## src/rtl/phgd_pkg.sv

```systemverilog
`timescale 1ns / 1ps
`default_nettype none
// Package for the peak-hold meter: field widths, register indexes and reset values,
// controller states and the command/status words between controller and datapath.
// No dependencies.
package phgd_pkg;

  localparam int LEVEL_W    = 16;
  localparam int FLEN_W     = 13;
  localparam int BIN_W      = 12;
  localparam int BAR_IDX_W  = 6;
  localparam int CFG_IDX_W  = 2;
  localparam int CFG_DATA_W = 16;

  localparam logic [BIN_W-1:0] BIN_COUNT_MAX = 12'd4095;

  localparam logic [CFG_IDX_W-1:0] CFG_FRAME_LENGTH = 2'd0;
  localparam logic [CFG_IDX_W-1:0] CFG_FALL_ACCEL   = 2'd1;
  localparam logic [CFG_IDX_W-1:0] CFG_VIS_THRESH   = 2'd2;

  localparam logic [FLEN_W-1:0]  FRAME_LENGTH_RST = 13'd1024;
  localparam logic [LEVEL_W-1:0] FALL_ACCEL_RST   = 16'd33;
  localparam logic [LEVEL_W-1:0] VIS_THRESH_RST   = 16'd328;

  typedef enum logic [2:0] {
    ST_IDLE,
    ST_CHECK,
    ST_READ,
    ST_UPDATE,
    ST_NEXT,
    ST_SEND
  } state_t;

  typedef struct packed {
    logic take;    // latch input word
    logic rd;      // read bar state at next_bar
    logic upd;     // apply decay, write back, load result, advance next_bar
    logic mark;    // record whether the loaded result ends the run
    logic finish;  // advance or clear the bin counter
  } cmd_t;

  typedef struct packed {
    logic more;    // bar at next_bar is served by the current bin
    logic last;    // loaded result is the last one for this bin
  } status_t;

endpackage
`default_nettype wire

```

## src/rtl/phgd_in_if.sv

```systemverilog
`timescale 1ns / 1ps
`default_nettype none
// Input channel: one magnitude bin per word with its frame-end mark.
// Depends on phgd_pkg.
interface phgd_in_if;
  import phgd_pkg::*;
  logic               valid;
  logic               ready;
  logic [LEVEL_W-1:0] magnitude;
  logic               frame_end;
  modport source (output valid, magnitude, frame_end, input ready);
  modport sink   (input valid, magnitude, frame_end, output ready);
endinterface
`default_nettype wire

```

## src/rtl/phgd_out_if.sv

```systemverilog
`timescale 1ns / 1ps
`default_nettype none
// Output channel: one updated bar per word.
// Depends on phgd_pkg.
interface phgd_out_if;
  import phgd_pkg::*;
  logic                 valid;
  logic                 ready;
  logic [BAR_IDX_W-1:0] bar_index;
  logic [LEVEL_W-1:0]   peak_level;
  logic                 peak_visible;
  logic                 last_of_run;
  modport source (output valid, bar_index, peak_level, peak_visible, last_of_run,
                  input ready);
  modport sink   (input valid, bar_index, peak_level, peak_visible, last_of_run,
                  output ready);
endinterface
`default_nettype wire

```

## src/rtl/phgd_ctrl.sv

```systemverilog
`timescale 1ns / 1ps
`default_nettype none
// Sequencer for the peak-hold meter: walks the bars served by one bin.
// Depends on phgd_pkg.
module phgd_ctrl (
  input  logic              clk,
  input  logic              rst,
  input  logic              in_valid,
  output logic              in_ready,
  output logic              out_valid,
  input  logic              out_ready,
  input  phgd_pkg::status_t status,
  output phgd_pkg::cmd_t    cmd
);
  import phgd_pkg::*;

  state_t state, state_next;

  always_ff @(posedge clk) begin
    if (rst) begin
      state <= ST_IDLE;
    end else begin
      state <= state_next;
    end
  end

  always_comb begin
    state_next = state;
    unique case (state)
      ST_IDLE:   if (in_valid) state_next = ST_CHECK;
      ST_CHECK:  state_next = status.more ? ST_READ : ST_IDLE;
      ST_READ:   state_next = ST_UPDATE;
      ST_UPDATE: state_next = ST_NEXT;
      ST_NEXT:   state_next = ST_SEND;
      ST_SEND: begin
        if (out_ready) state_next = status.last ? ST_IDLE : ST_READ;
      end
      default:   state_next = ST_IDLE;
    endcase
  end

  always_comb begin
    cmd       = '0;
    in_ready  = 1'b0;
    out_valid = 1'b0;
    unique case (state)
      ST_IDLE: begin
        in_ready = 1'b1;
        cmd.take = in_valid;
      end
      ST_CHECK:  cmd.finish = !status.more;
      ST_READ:   cmd.rd = 1'b1;
      ST_UPDATE: cmd.upd = 1'b1;
      ST_NEXT:   cmd.mark = 1'b1;
      ST_SEND: begin
        out_valid  = 1'b1;
        cmd.finish = out_ready && status.last;
      end
      default: ;
    endcase
  end

endmodule
`default_nettype wire

```

## src/rtl/phgd_dp.sv

```systemverilog
`timescale 1ns / 1ps
`default_nettype none
// Datapath for the peak-hold meter: config registers, bin/bar counters,
// bar state memory with valid bits, decay arithmetic and the result register.
// Depends on phgd_pkg.
module phgd_dp #(
  parameter int NUM_BARS  = 64,
  parameter int MAX_FRAME = 4096
) (
  input  logic                                 clk,
  input  logic                                 rst,
  input  logic                                 cfg_we,
  input  logic [phgd_pkg::CFG_IDX_W-1:0]       cfg_index,
  input  logic [phgd_pkg::CFG_DATA_W-1:0]      cfg_wdata,
  input  phgd_pkg::cmd_t                       cmd,
  output phgd_pkg::status_t                    status,
  input  logic [phgd_pkg::LEVEL_W-1:0]         magnitude,
  input  logic                                 frame_end,
  output logic [phgd_pkg::BAR_IDX_W-1:0]       bar_index,
  output logic [phgd_pkg::LEVEL_W-1:0]         peak_level,
  output logic                                 peak_visible,
  output logic                                 last_of_run
);
  import phgd_pkg::*;

  localparam int BAR_W  = $clog2(NUM_BARS + 1);
  localparam int IDX_W  = $clog2(NUM_BARS);
  localparam int PROD_W = BAR_W + FLEN_W;
  localparam int LIM_W  = BIN_W + BAR_W;
  localparam int CMP_W  = (PROD_W > LIM_W) ? PROD_W : LIM_W;

  logic [FLEN_W-1:0]  frame_length;
  logic [LEVEL_W-1:0] fall_accel;
  logic [LEVEL_W-1:0] vis_thresh;

  logic [BIN_W-1:0]   bin_count;
  logic [BAR_W-1:0]   next_bar;
  logic [LEVEL_W-1:0] mag_q;
  logic               fend_q;
  logic               last_q;

  logic [2*LEVEL_W-1:0] bar_mem [NUM_BARS];
  logic [NUM_BARS-1:0]  bar_vld;
  logic [2*LEVEL_W-1:0] rd_data;
  logic                 rd_vld;

  logic [FLEN_W-1:0]  eff_len;
  logic [PROD_W-1:0]  prod;
  logic [LIM_W-1:0]   lim;
  logic [IDX_W-1:0]   idx;
  logic [LEVEL_W-1:0] cur_peak, cur_speed, new_peak, new_speed;
  logic [LEVEL_W:0]   speed_sum;

  always_comb begin
    eff_len = frame_length;
    if (frame_length == '0) begin
      eff_len = FLEN_W'(1);
    end else if (32'(frame_length) > MAX_FRAME) begin
      eff_len = FLEN_W'(MAX_FRAME);
    end
  end

  // bar b is served once floor(b*len/N) <= bin_count, i.e. b*len <= bin_count*N + N-1
  assign prod = PROD_W'(next_bar) * PROD_W'(eff_len);
  assign lim  = LIM_W'(bin_count) * LIM_W'(NUM_BARS) + LIM_W'(NUM_BARS - 1);
  assign status.more = (32'(next_bar) < NUM_BARS) && (CMP_W'(prod) <= CMP_W'(lim));
  assign status.last = last_q;

  assign idx = next_bar[IDX_W-1:0];

  always_ff @(posedge clk) begin
    if (rst) begin
      frame_length <= FRAME_LENGTH_RST;
      fall_accel   <= FALL_ACCEL_RST;
      vis_thresh   <= VIS_THRESH_RST;
    end else if (cfg_we) begin
      unique case (cfg_index)
        CFG_FRAME_LENGTH: frame_length <= cfg_wdata[FLEN_W-1:0];
        CFG_FALL_ACCEL:   fall_accel   <= cfg_wdata[LEVEL_W-1:0];
        CFG_VIS_THRESH:   vis_thresh   <= cfg_wdata[LEVEL_W-1:0];
        default: ;
      endcase
    end
  end

  // decay step on the state read back from memory
  always_comb begin
    cur_peak  = rd_vld ? rd_data[2*LEVEL_W-1:LEVEL_W] : '0;
    cur_speed = rd_vld ? rd_data[LEVEL_W-1:0] : '0;
    speed_sum = {1'b0, cur_speed} + {1'b0, fall_accel};
    if (mag_q > cur_peak) begin
      new_peak  = mag_q;
      new_speed = '0;
    end else begin
      new_speed = speed_sum[LEVEL_W] ? '1 : speed_sum[LEVEL_W-1:0];
      new_peak  = (cur_peak > new_speed) ? cur_peak - new_speed : '0;
    end
  end

  always_ff @(posedge clk) begin
    if (cmd.rd) begin
      rd_data <= bar_mem[idx];
    end
    if (cmd.upd) begin
      bar_mem[idx] <= {new_peak, new_speed};
    end
  end

  always_ff @(posedge clk) begin
    if (rst) begin
      bar_vld   <= '0;
      rd_vld    <= 1'b0;
      bin_count <= '0;
      next_bar  <= '0;
      last_q    <= 1'b0;
    end else begin
      if (cmd.rd) rd_vld <= bar_vld[idx];
      if (cmd.upd) begin
        bar_vld[idx] <= 1'b1;
        next_bar     <= next_bar + BAR_W'(1);
      end
      if (cmd.mark) last_q <= !status.more;
      if (cmd.finish) begin
        if (fend_q) begin
          bin_count <= '0;
          next_bar  <= '0;
        end else if (bin_count < BIN_COUNT_MAX) begin
          bin_count <= bin_count + BIN_W'(1);
        end
      end
    end
  end

  always_ff @(posedge clk) begin
    if (cmd.take) begin
      mag_q  <= magnitude;
      fend_q <= frame_end;
    end
    if (cmd.upd) begin
      bar_index    <= BAR_IDX_W'(next_bar);
      peak_level   <= new_peak;
      peak_visible <= new_peak > vis_thresh;
    end
  end

  assign last_of_run = last_q;

endmodule
`default_nettype wire

```

## src/rtl/peak_hold_gravity_decay.sv

```systemverilog
`timescale 1ns / 1ps
`default_nettype none
// Peak-hold spectrum meter with accelerating decay.
// in_ch takes one magnitude bin per word (unsigned Q1.15) with frame_end on
// the last bin of a frame. Each bin updates every bar whose source bin
// floor(bar*frame_length/NUM_BARS) it has reached; out_ch gives one word per
// updated bar in rising bar order, last_of_run set on the final one of a bin.
// Registers are written through cfg_we/cfg_index/cfg_wdata; the user must do
// so only while idle, as the block does not enforce it. A bin serving no bar
// is only taken and checked. Each served bar takes a memory read, the decay
// update, the end-of-run check and showing the result word, plus any output
// stall. The bar state lives in one memory port, so bars are done one at a
// time, and the next bin is taken once the last result word has been
// accepted. A stalled receiver holds the result word and the block waits.
// Reset (rst, synchronous) restores the register defaults and clears the
// counters; all bar peaks and speeds read as zero at once through per-bar
// valid bits, so no clearing pass is needed.
module peak_hold_gravity_decay #(
  parameter int NUM_BARS  = 64,
  parameter int MAX_FRAME = 4096
) (
  input  logic                            clk,
  input  logic                            rst,
  input  logic                            cfg_we,
  input  logic [phgd_pkg::CFG_IDX_W-1:0]  cfg_index,
  input  logic [phgd_pkg::CFG_DATA_W-1:0] cfg_wdata,
  phgd_in_if.sink                         in_ch,
  phgd_out_if.source                      out_ch
);
  import phgd_pkg::*;

  cmd_t    cmd;
  status_t status;

  phgd_ctrl u_ctrl (
    .clk       (clk),
    .rst       (rst),
    .in_valid  (in_ch.valid),
    .in_ready  (in_ch.ready),
    .out_valid (out_ch.valid),
    .out_ready (out_ch.ready),
    .status    (status),
    .cmd       (cmd)
  );

  phgd_dp #(
    .NUM_BARS  (NUM_BARS),
    .MAX_FRAME (MAX_FRAME)
  ) u_dp (
    .clk          (clk),
    .rst          (rst),
    .cfg_we       (cfg_we),
    .cfg_index    (cfg_index),
    .cfg_wdata    (cfg_wdata),
    .cmd          (cmd),
    .status       (status),
    .magnitude    (in_ch.magnitude),
    .frame_end    (in_ch.frame_end),
    .bar_index    (out_ch.bar_index),
    .peak_level   (out_ch.peak_level),
    .peak_visible (out_ch.peak_visible),
    .last_of_run  (out_ch.last_of_run)
  );

`ifndef SYNTHESIS
  a_no_overlap: assert property (@(posedge clk) disable iff (rst)
    !(in_ch.ready && out_ch.valid))
    else $error("input ready while a result word is pending");

  a_busy_after_take: assert property (@(posedge clk) disable iff (rst)
    (in_ch.valid && in_ch.ready) |=> !in_ch.ready)
    else $error("input taken twice in a row");

  a_run_continues: assert property (@(posedge clk) disable iff (rst)
    (out_ch.valid && out_ch.ready && !out_ch.last_of_run) |=> !in_ch.ready)
    else $error("run ended without last_of_run");

  a_last_frees: assert property (@(posedge clk) disable iff (rst)
    (out_ch.valid && out_ch.ready && out_ch.last_of_run) |=> in_ch.ready)
    else $error("block not idle after last word of a run");
`endif

endmodule
`default_nettype wire
```

## src/flat_wrapper.sv

```systemverilog
// flat-port wrapper written by rule: the top's interface ports become plain ports
module peak_hold_gravity_decay_flat import phgd_pkg::*;
#(
  parameter int NUM_BARS  = 64,
  parameter int MAX_FRAME = 4096
)
  (clk, rst, cfg_we, cfg_index, cfg_wdata, in_ch_valid, in_ch_magnitude, in_ch_frame_end, in_ch_ready, out_ch_valid, out_ch_bar_index, out_ch_peak_level, out_ch_peak_visible, out_ch_last_of_run, out_ch_ready);
  phgd_in_if in_ch_i ();
  phgd_out_if out_ch_i ();
  input  logic clk;
  input  logic rst;
  input  logic cfg_we;
  input  logic [phgd_pkg::CFG_IDX_W-1:0] cfg_index;
  input  logic [phgd_pkg::CFG_DATA_W-1:0] cfg_wdata;
  input wire logic [$bits(in_ch_i.valid)-1:0] in_ch_valid;
  input wire logic [$bits(in_ch_i.magnitude)-1:0] in_ch_magnitude;
  input wire logic [$bits(in_ch_i.frame_end)-1:0] in_ch_frame_end;
  output wire logic [$bits(in_ch_i.ready)-1:0] in_ch_ready;
  output wire logic [$bits(out_ch_i.valid)-1:0] out_ch_valid;
  output wire logic [$bits(out_ch_i.bar_index)-1:0] out_ch_bar_index;
  output wire logic [$bits(out_ch_i.peak_level)-1:0] out_ch_peak_level;
  output wire logic [$bits(out_ch_i.peak_visible)-1:0] out_ch_peak_visible;
  output wire logic [$bits(out_ch_i.last_of_run)-1:0] out_ch_last_of_run;
  input wire logic [$bits(out_ch_i.ready)-1:0] out_ch_ready;
  assign in_ch_i.valid = in_ch_valid;
  assign in_ch_i.magnitude = in_ch_magnitude;
  assign in_ch_i.frame_end = in_ch_frame_end;
  assign in_ch_ready = in_ch_i.ready;
  assign out_ch_valid = out_ch_i.valid;
  assign out_ch_bar_index = out_ch_i.bar_index;
  assign out_ch_peak_level = out_ch_i.peak_level;
  assign out_ch_peak_visible = out_ch_i.peak_visible;
  assign out_ch_last_of_run = out_ch_i.last_of_run;
  assign out_ch_i.ready = out_ch_ready;
  peak_hold_gravity_decay #(.NUM_BARS(NUM_BARS), .MAX_FRAME(MAX_FRAME)) u_core (.clk(clk), .rst(rst), .cfg_we(cfg_we), .cfg_index(cfg_index), .cfg_wdata(cfg_wdata), .in_ch(in_ch_i), .out_ch(out_ch_i));
endmodule
```

## config.mk

```make
export PLATFORM = sky130hd
export DESIGN_NAME = peak_hold_gravity_decay_flat
export DESIGN_NICKNAME = d
export VERILOG_FILES = /design/src/rtl/phgd_pkg.sv /design/src/rtl/phgd_in_if.sv /design/src/rtl/phgd_out_if.sv /design/src/rtl/phgd_ctrl.sv /design/src/rtl/phgd_dp.sv /design/src/rtl/peak_hold_gravity_decay.sv /design/src/flat_wrapper.sv
export SDC_FILE = /design/constraint.sdc
export NUM_CORES = 2
export LEC_CHECK = 0
export BUFFER_PORTS_ARGS = -buffer_cell sky130_fd_sc_hd__buf_2
export CAP_MARGIN = 30
export CORE_ASPECT_RATIO = 0.6
export CORE_MARGIN = 4
export CORE_UTILIZATION = 35
export DETAILED_ROUTE_END_ITERATION = 16
export SLEW_MARGIN = 10
export SYNTH_ARGS = -nofsm -noshare
export SYNTH_HDL_FRONTEND = slang
export SYNTH_SLANG_ARGS = --single-unit
```

## constraint.sdc

```tcl
create_clock -name clk -period 10.7 [get_ports clk]
set_input_delay 0.535 -clock clk [delete_from_list [all_inputs] [get_ports clk]]
set_output_delay 0.535 -clock clk [all_outputs]
set_load 0.005 [all_outputs]
```

==> impl_metrics.tcl <==
set metrics [dict create \
    route.detailed.drc 0 \
    synth_common_cells "2120 x edfxtp_1, 721 x a22oi_1, 259 x nor2_1, 217 x clkbuf_1, 214 x nand2_1" \
    drt_iter0_drc 8329 \
    hold_ws_ps 47.7 \
    drive_gt1_share_pct 12.5 \
    synth_area_leaders "edfxtp_1 73%, a22oi_1 6.2%, dfxtp_1 3.1%" \
    slowest_stage "a211oi_2" \
    clkPwrFrac_pct 39.7 \
    place_congestion 0.854 \
    tightest_slew_ps 1110 \
    endpoint_kind "register" \
    clock_skew_ps 83.8 \
    yosysWarnings 0 \
    r2r_end "u_core.u_dp.peak_visible$_DFFE_PP_" \
    async_reset_ff_share_pct 0 \
    htree_levels 4 \
    grt_setup_unrepaired "no" \
    ant_nets 0 \
    p_int_mw 14.2 \
    grt_pass1_vias 50000 \
    fin_setup_tns_ps 0 \
    die_area_sq_um 257000 \
    status "completed" \
    nets 5711 \
    num_vias 53600 \
    synth_edf_count 2120 \
    cp_slowest_stage_delay_ps 610 \
    cp_max_fo 66 \
    syn_area_per_cell_sq_um 16.3 \
    power_mw 18.3 \
    dieHeight_microns 394 \
    cts_tree "yes" \
    synth_top_area_cell "edfxtp_1" \
    routedWlPerCell_microns 31.6 \
    hold_class "input pin to register" \
    area_delta_synth_final_pct 14.3 \
    grt_pass1_wl_mm 393 \
    fin_crit_sh_pct 78.2 \
    synth_seq_cells 2253 \
    maxCapViolCount 0 \
    whs_path_depth 3 \
    synth_area_sq_um 86900 \
    cts_setup_buffers 0 \
    worst_hold_startpoint "cfg_wdata[5]" \
    routed_wl_mm 283 \
    slew_headroom_pct 26.0 \
    synth_top_area_share_pct 73.3 \
    net-switching-power_mw 4.11 \
    via_per_inst 5.99 \
    comb_power_share_pct 6.2 \
    cp.required_ps 11210 \
    setup_viol 0 \
    synth.most_common_cell "edfxtp_1" \
    clk_pin_slew_worst_paths_ps 60 \
    synth.distinct_cells 94 \
    clock.fmax_ghz 0.120 \
    numPortBuffers 65 \
    synthFlopType "edfxtp_1" \
    firstDrtPassIters 6 \
    worst_r2r_path_depth 31 \
    clkSinkCount 2253 \
    cts_root_buf "clkbuf_16" \
    power_frac_seq_pct 54.1 \
    syn_nets 5540 \
    antenna_found_initial 18 \
    core_sq_um 246000 \
    die_x_microns 651 \
    swShare_pct 22.4 \
    setup_ws_ps 2340 \
    grt_max_degree 100 \
    ir_drop_uv 130 \
    start_kind "register" \
    io_pins 66 \
    leakagePower_nw 31.4 \
    grtUsageTotal_pct 21.3 \
    ctsLongestPathBuffers 4 \
    r2r_start "u_core.u_dp.rd_vld$_SDFFE_PP0N_" \
    hold_violations 0 \
    synth_cells 5328 \
    r2r_slack_ps 2340 \
    fin_crit_ps 8360 \
    pre_cts_ws_ps 2460 \
    post-dp-hpwl_mm 159 \
    clock_latency_ps 850 \
    final-max-slew-violation-count 0 \
    numCtsBuffers 194 \
    critPathKind "register to register" \
    worstPathArrival_ps 8880 \
    num_rows 141 \
    grt-ovfl-total 0 \
    initial_core_util_pct 35.3 \
    yosysSeqAreaShare_pct 76.3 \
    min_to "u_core.u_dp.frame_length[5]$_SDFFE_PP0P_" \
    p_per_area_nw_per_um2 185 \
]
-- cell usage in the layout, fill, tap and decap left out, drive strengths merged, types with 9 or more instances in the layout --
| cell type | instances |
|---|---|
| a211oi | 12 |
| a21o | 24 |
| a21oi | 149 |
| a221oi | 161 |
| a22o | 160 |
| a22oi | 721 |
| a31oi | 151 |
| a41oi | 56 |
| and2 | 81 |
| and3 | 9 |
| buf | 269 |
| bufinv | 26 |
| clkbuf | 247 |
| clkinv | 69 |
| dfxtp | 133 |
| diode | 9 |
| dlygate4sd3 | 26 |
| edfxtp | 2120 |
| fa | 56 |
| ha | 116 |
| inv | 127 |
| mux2i | 15 |
| nand2 | 214 |
| nand3 | 47 |
| nand4 | 65 |
| nor2 | 260 |
| nor2b | 28 |
| nor3 | 23 |
| nor4 | 48 |
| o21a | 21 |
| o21ai | 74 |
| o21ba | 14 |
| xnor2 | 21 |
| xor2 | 14 |
-- kinds of logic after synthesis --
| kind of cell | share of synthesized area [%] |
|---|---|
| fa+ha+maj | 2.96 |
| flops | 76.3 |
| mux | 0.186 |
| simple gates | 4.55 |
| buf+inv | 1.98 |
| xor+xnor | 0.353 |
| compound gates | 13.6 |
-- area by class of cell --
type | count | area, sq um
Antenna cell | 9 | 22.5
Fill cell | 22100 | 147000
Multi-Input combinational cell | 2633 | 19700
Clock inverter | 104 | 1160
Timing Repair Buffer | 296 | 2300
Tap cell | 3289 | 4120
Inverter | 121 | 454
Sequential cell | 2253 | 66300
Clock buffer | 246 | 5190
-- critical path: cells and delay by family, from the launching register on --
kind,cells,cell delay (ps)
fa+ha+maj,4,1340
buf+inv,5,1340
simple gates,7,1650
flops,1,310
compound gates,15,3430
-- worst max-delay path by stage --
stage	startpoint	endpoint	slack, ps	depth (start not counted)
floorplan	u_core.u_dp.rd_vld$_SDFFE_PP0N_	u_core.u_dp.peak_visible$_DFFE_PP_	1660	31
global placement	u_core.u_dp.rd_vld$_SDFFE_PP0N_	u_core.u_dp.peak_visible$_DFFE_PP_	2450	31
detailed placement	u_core.u_dp.rd_vld$_SDFFE_PP0N_	u_core.u_dp.peak_visible$_DFFE_PP_	2460	31
CTS	u_core.u_dp.rd_vld$_SDFFE_PP0N_	u_core.u_dp.peak_visible$_DFFE_PP_	2420	31
global route	u_core.u_dp.rd_vld$_SDFFE_PP0N_	u_core.u_dp.peak_visible$_DFFE_PP_	1640	31
finish	u_core.u_dp.rd_vld$_SDFFE_PP0N_	u_core.u_dp.peak_visible$_DFFE_PP_	2340	31
-- sequential cells by signal (all words and copies together), names as in the netlist --
name / count
u_core.u_dp.bar_mem: 2048
u_core.u_dp.fall_accel: 16
u_core.u_dp.bin_count: 12
u_core.u_dp.peak_visible: 1
u_core.u_dp.bar_index: 6
u_core.u_dp.last_of_run: 1
u_core.u_dp.vis_thresh: 16
u_core.u_dp.next_bar: 7
u_core.u_dp.rd_data: 32
u_core.u_dp.rd_vld: 1
u_core.u_dp.fend_q: 1
u_core.u_dp.mag_q: 16
u_core.u_dp.bar_vld: 64
u_core.u_ctrl.state: 3
u_core.u_dp.frame_length: 13
u_core.u_dp.peak_level: 16
-- routing by layer --
layer	vias up	track usage [%]	routed length [microns]	share of wire, %
li1	21900	-	-	-
met1	27600	33.0	124000	44
met4	12	3.94	5460	1.9
met3	401	8.78	44300	16
met5	-	0	82	0.029
met2	3635	27.5	109000	39
-- power by group through the flow --
stage / combinational [mW] / sequential, mW / clock [mW]
CTS: 1.11 / 9.92 / 7.33
global placement: 1.07 / 10.1 / 0
detailed placement: 1.10 / 10.1 / 0
floorplan: 0.545 / 10.1 / 0
global route: 1.21 / 9.92 / 7.72
finish: 1.14 / 9.92 / 7.27
-- timing repair --
item / 4_1_cts / 5_1_grt
hold buffers: 26 / 0
hold endpoints to repair: 30 / 0
gates resized for setup: 0 / 0
endpoints found under the setup margin: 0 / 0
-- stage by stage --
stage | utilization [%] | cells | instance area (sq um)
global placement | 37.5 | 8542 | 92400
global route | 40.3 | 8942 | 99300
floorplan | - | 5328 | 86900
finish | 40.3 | 8951 | 99300
CTS | 40.2 | 8930 | 99200
detailed placement | 37.6 | 8554 | 92600
Note: power is estimated with default switching activity, not from simulation.
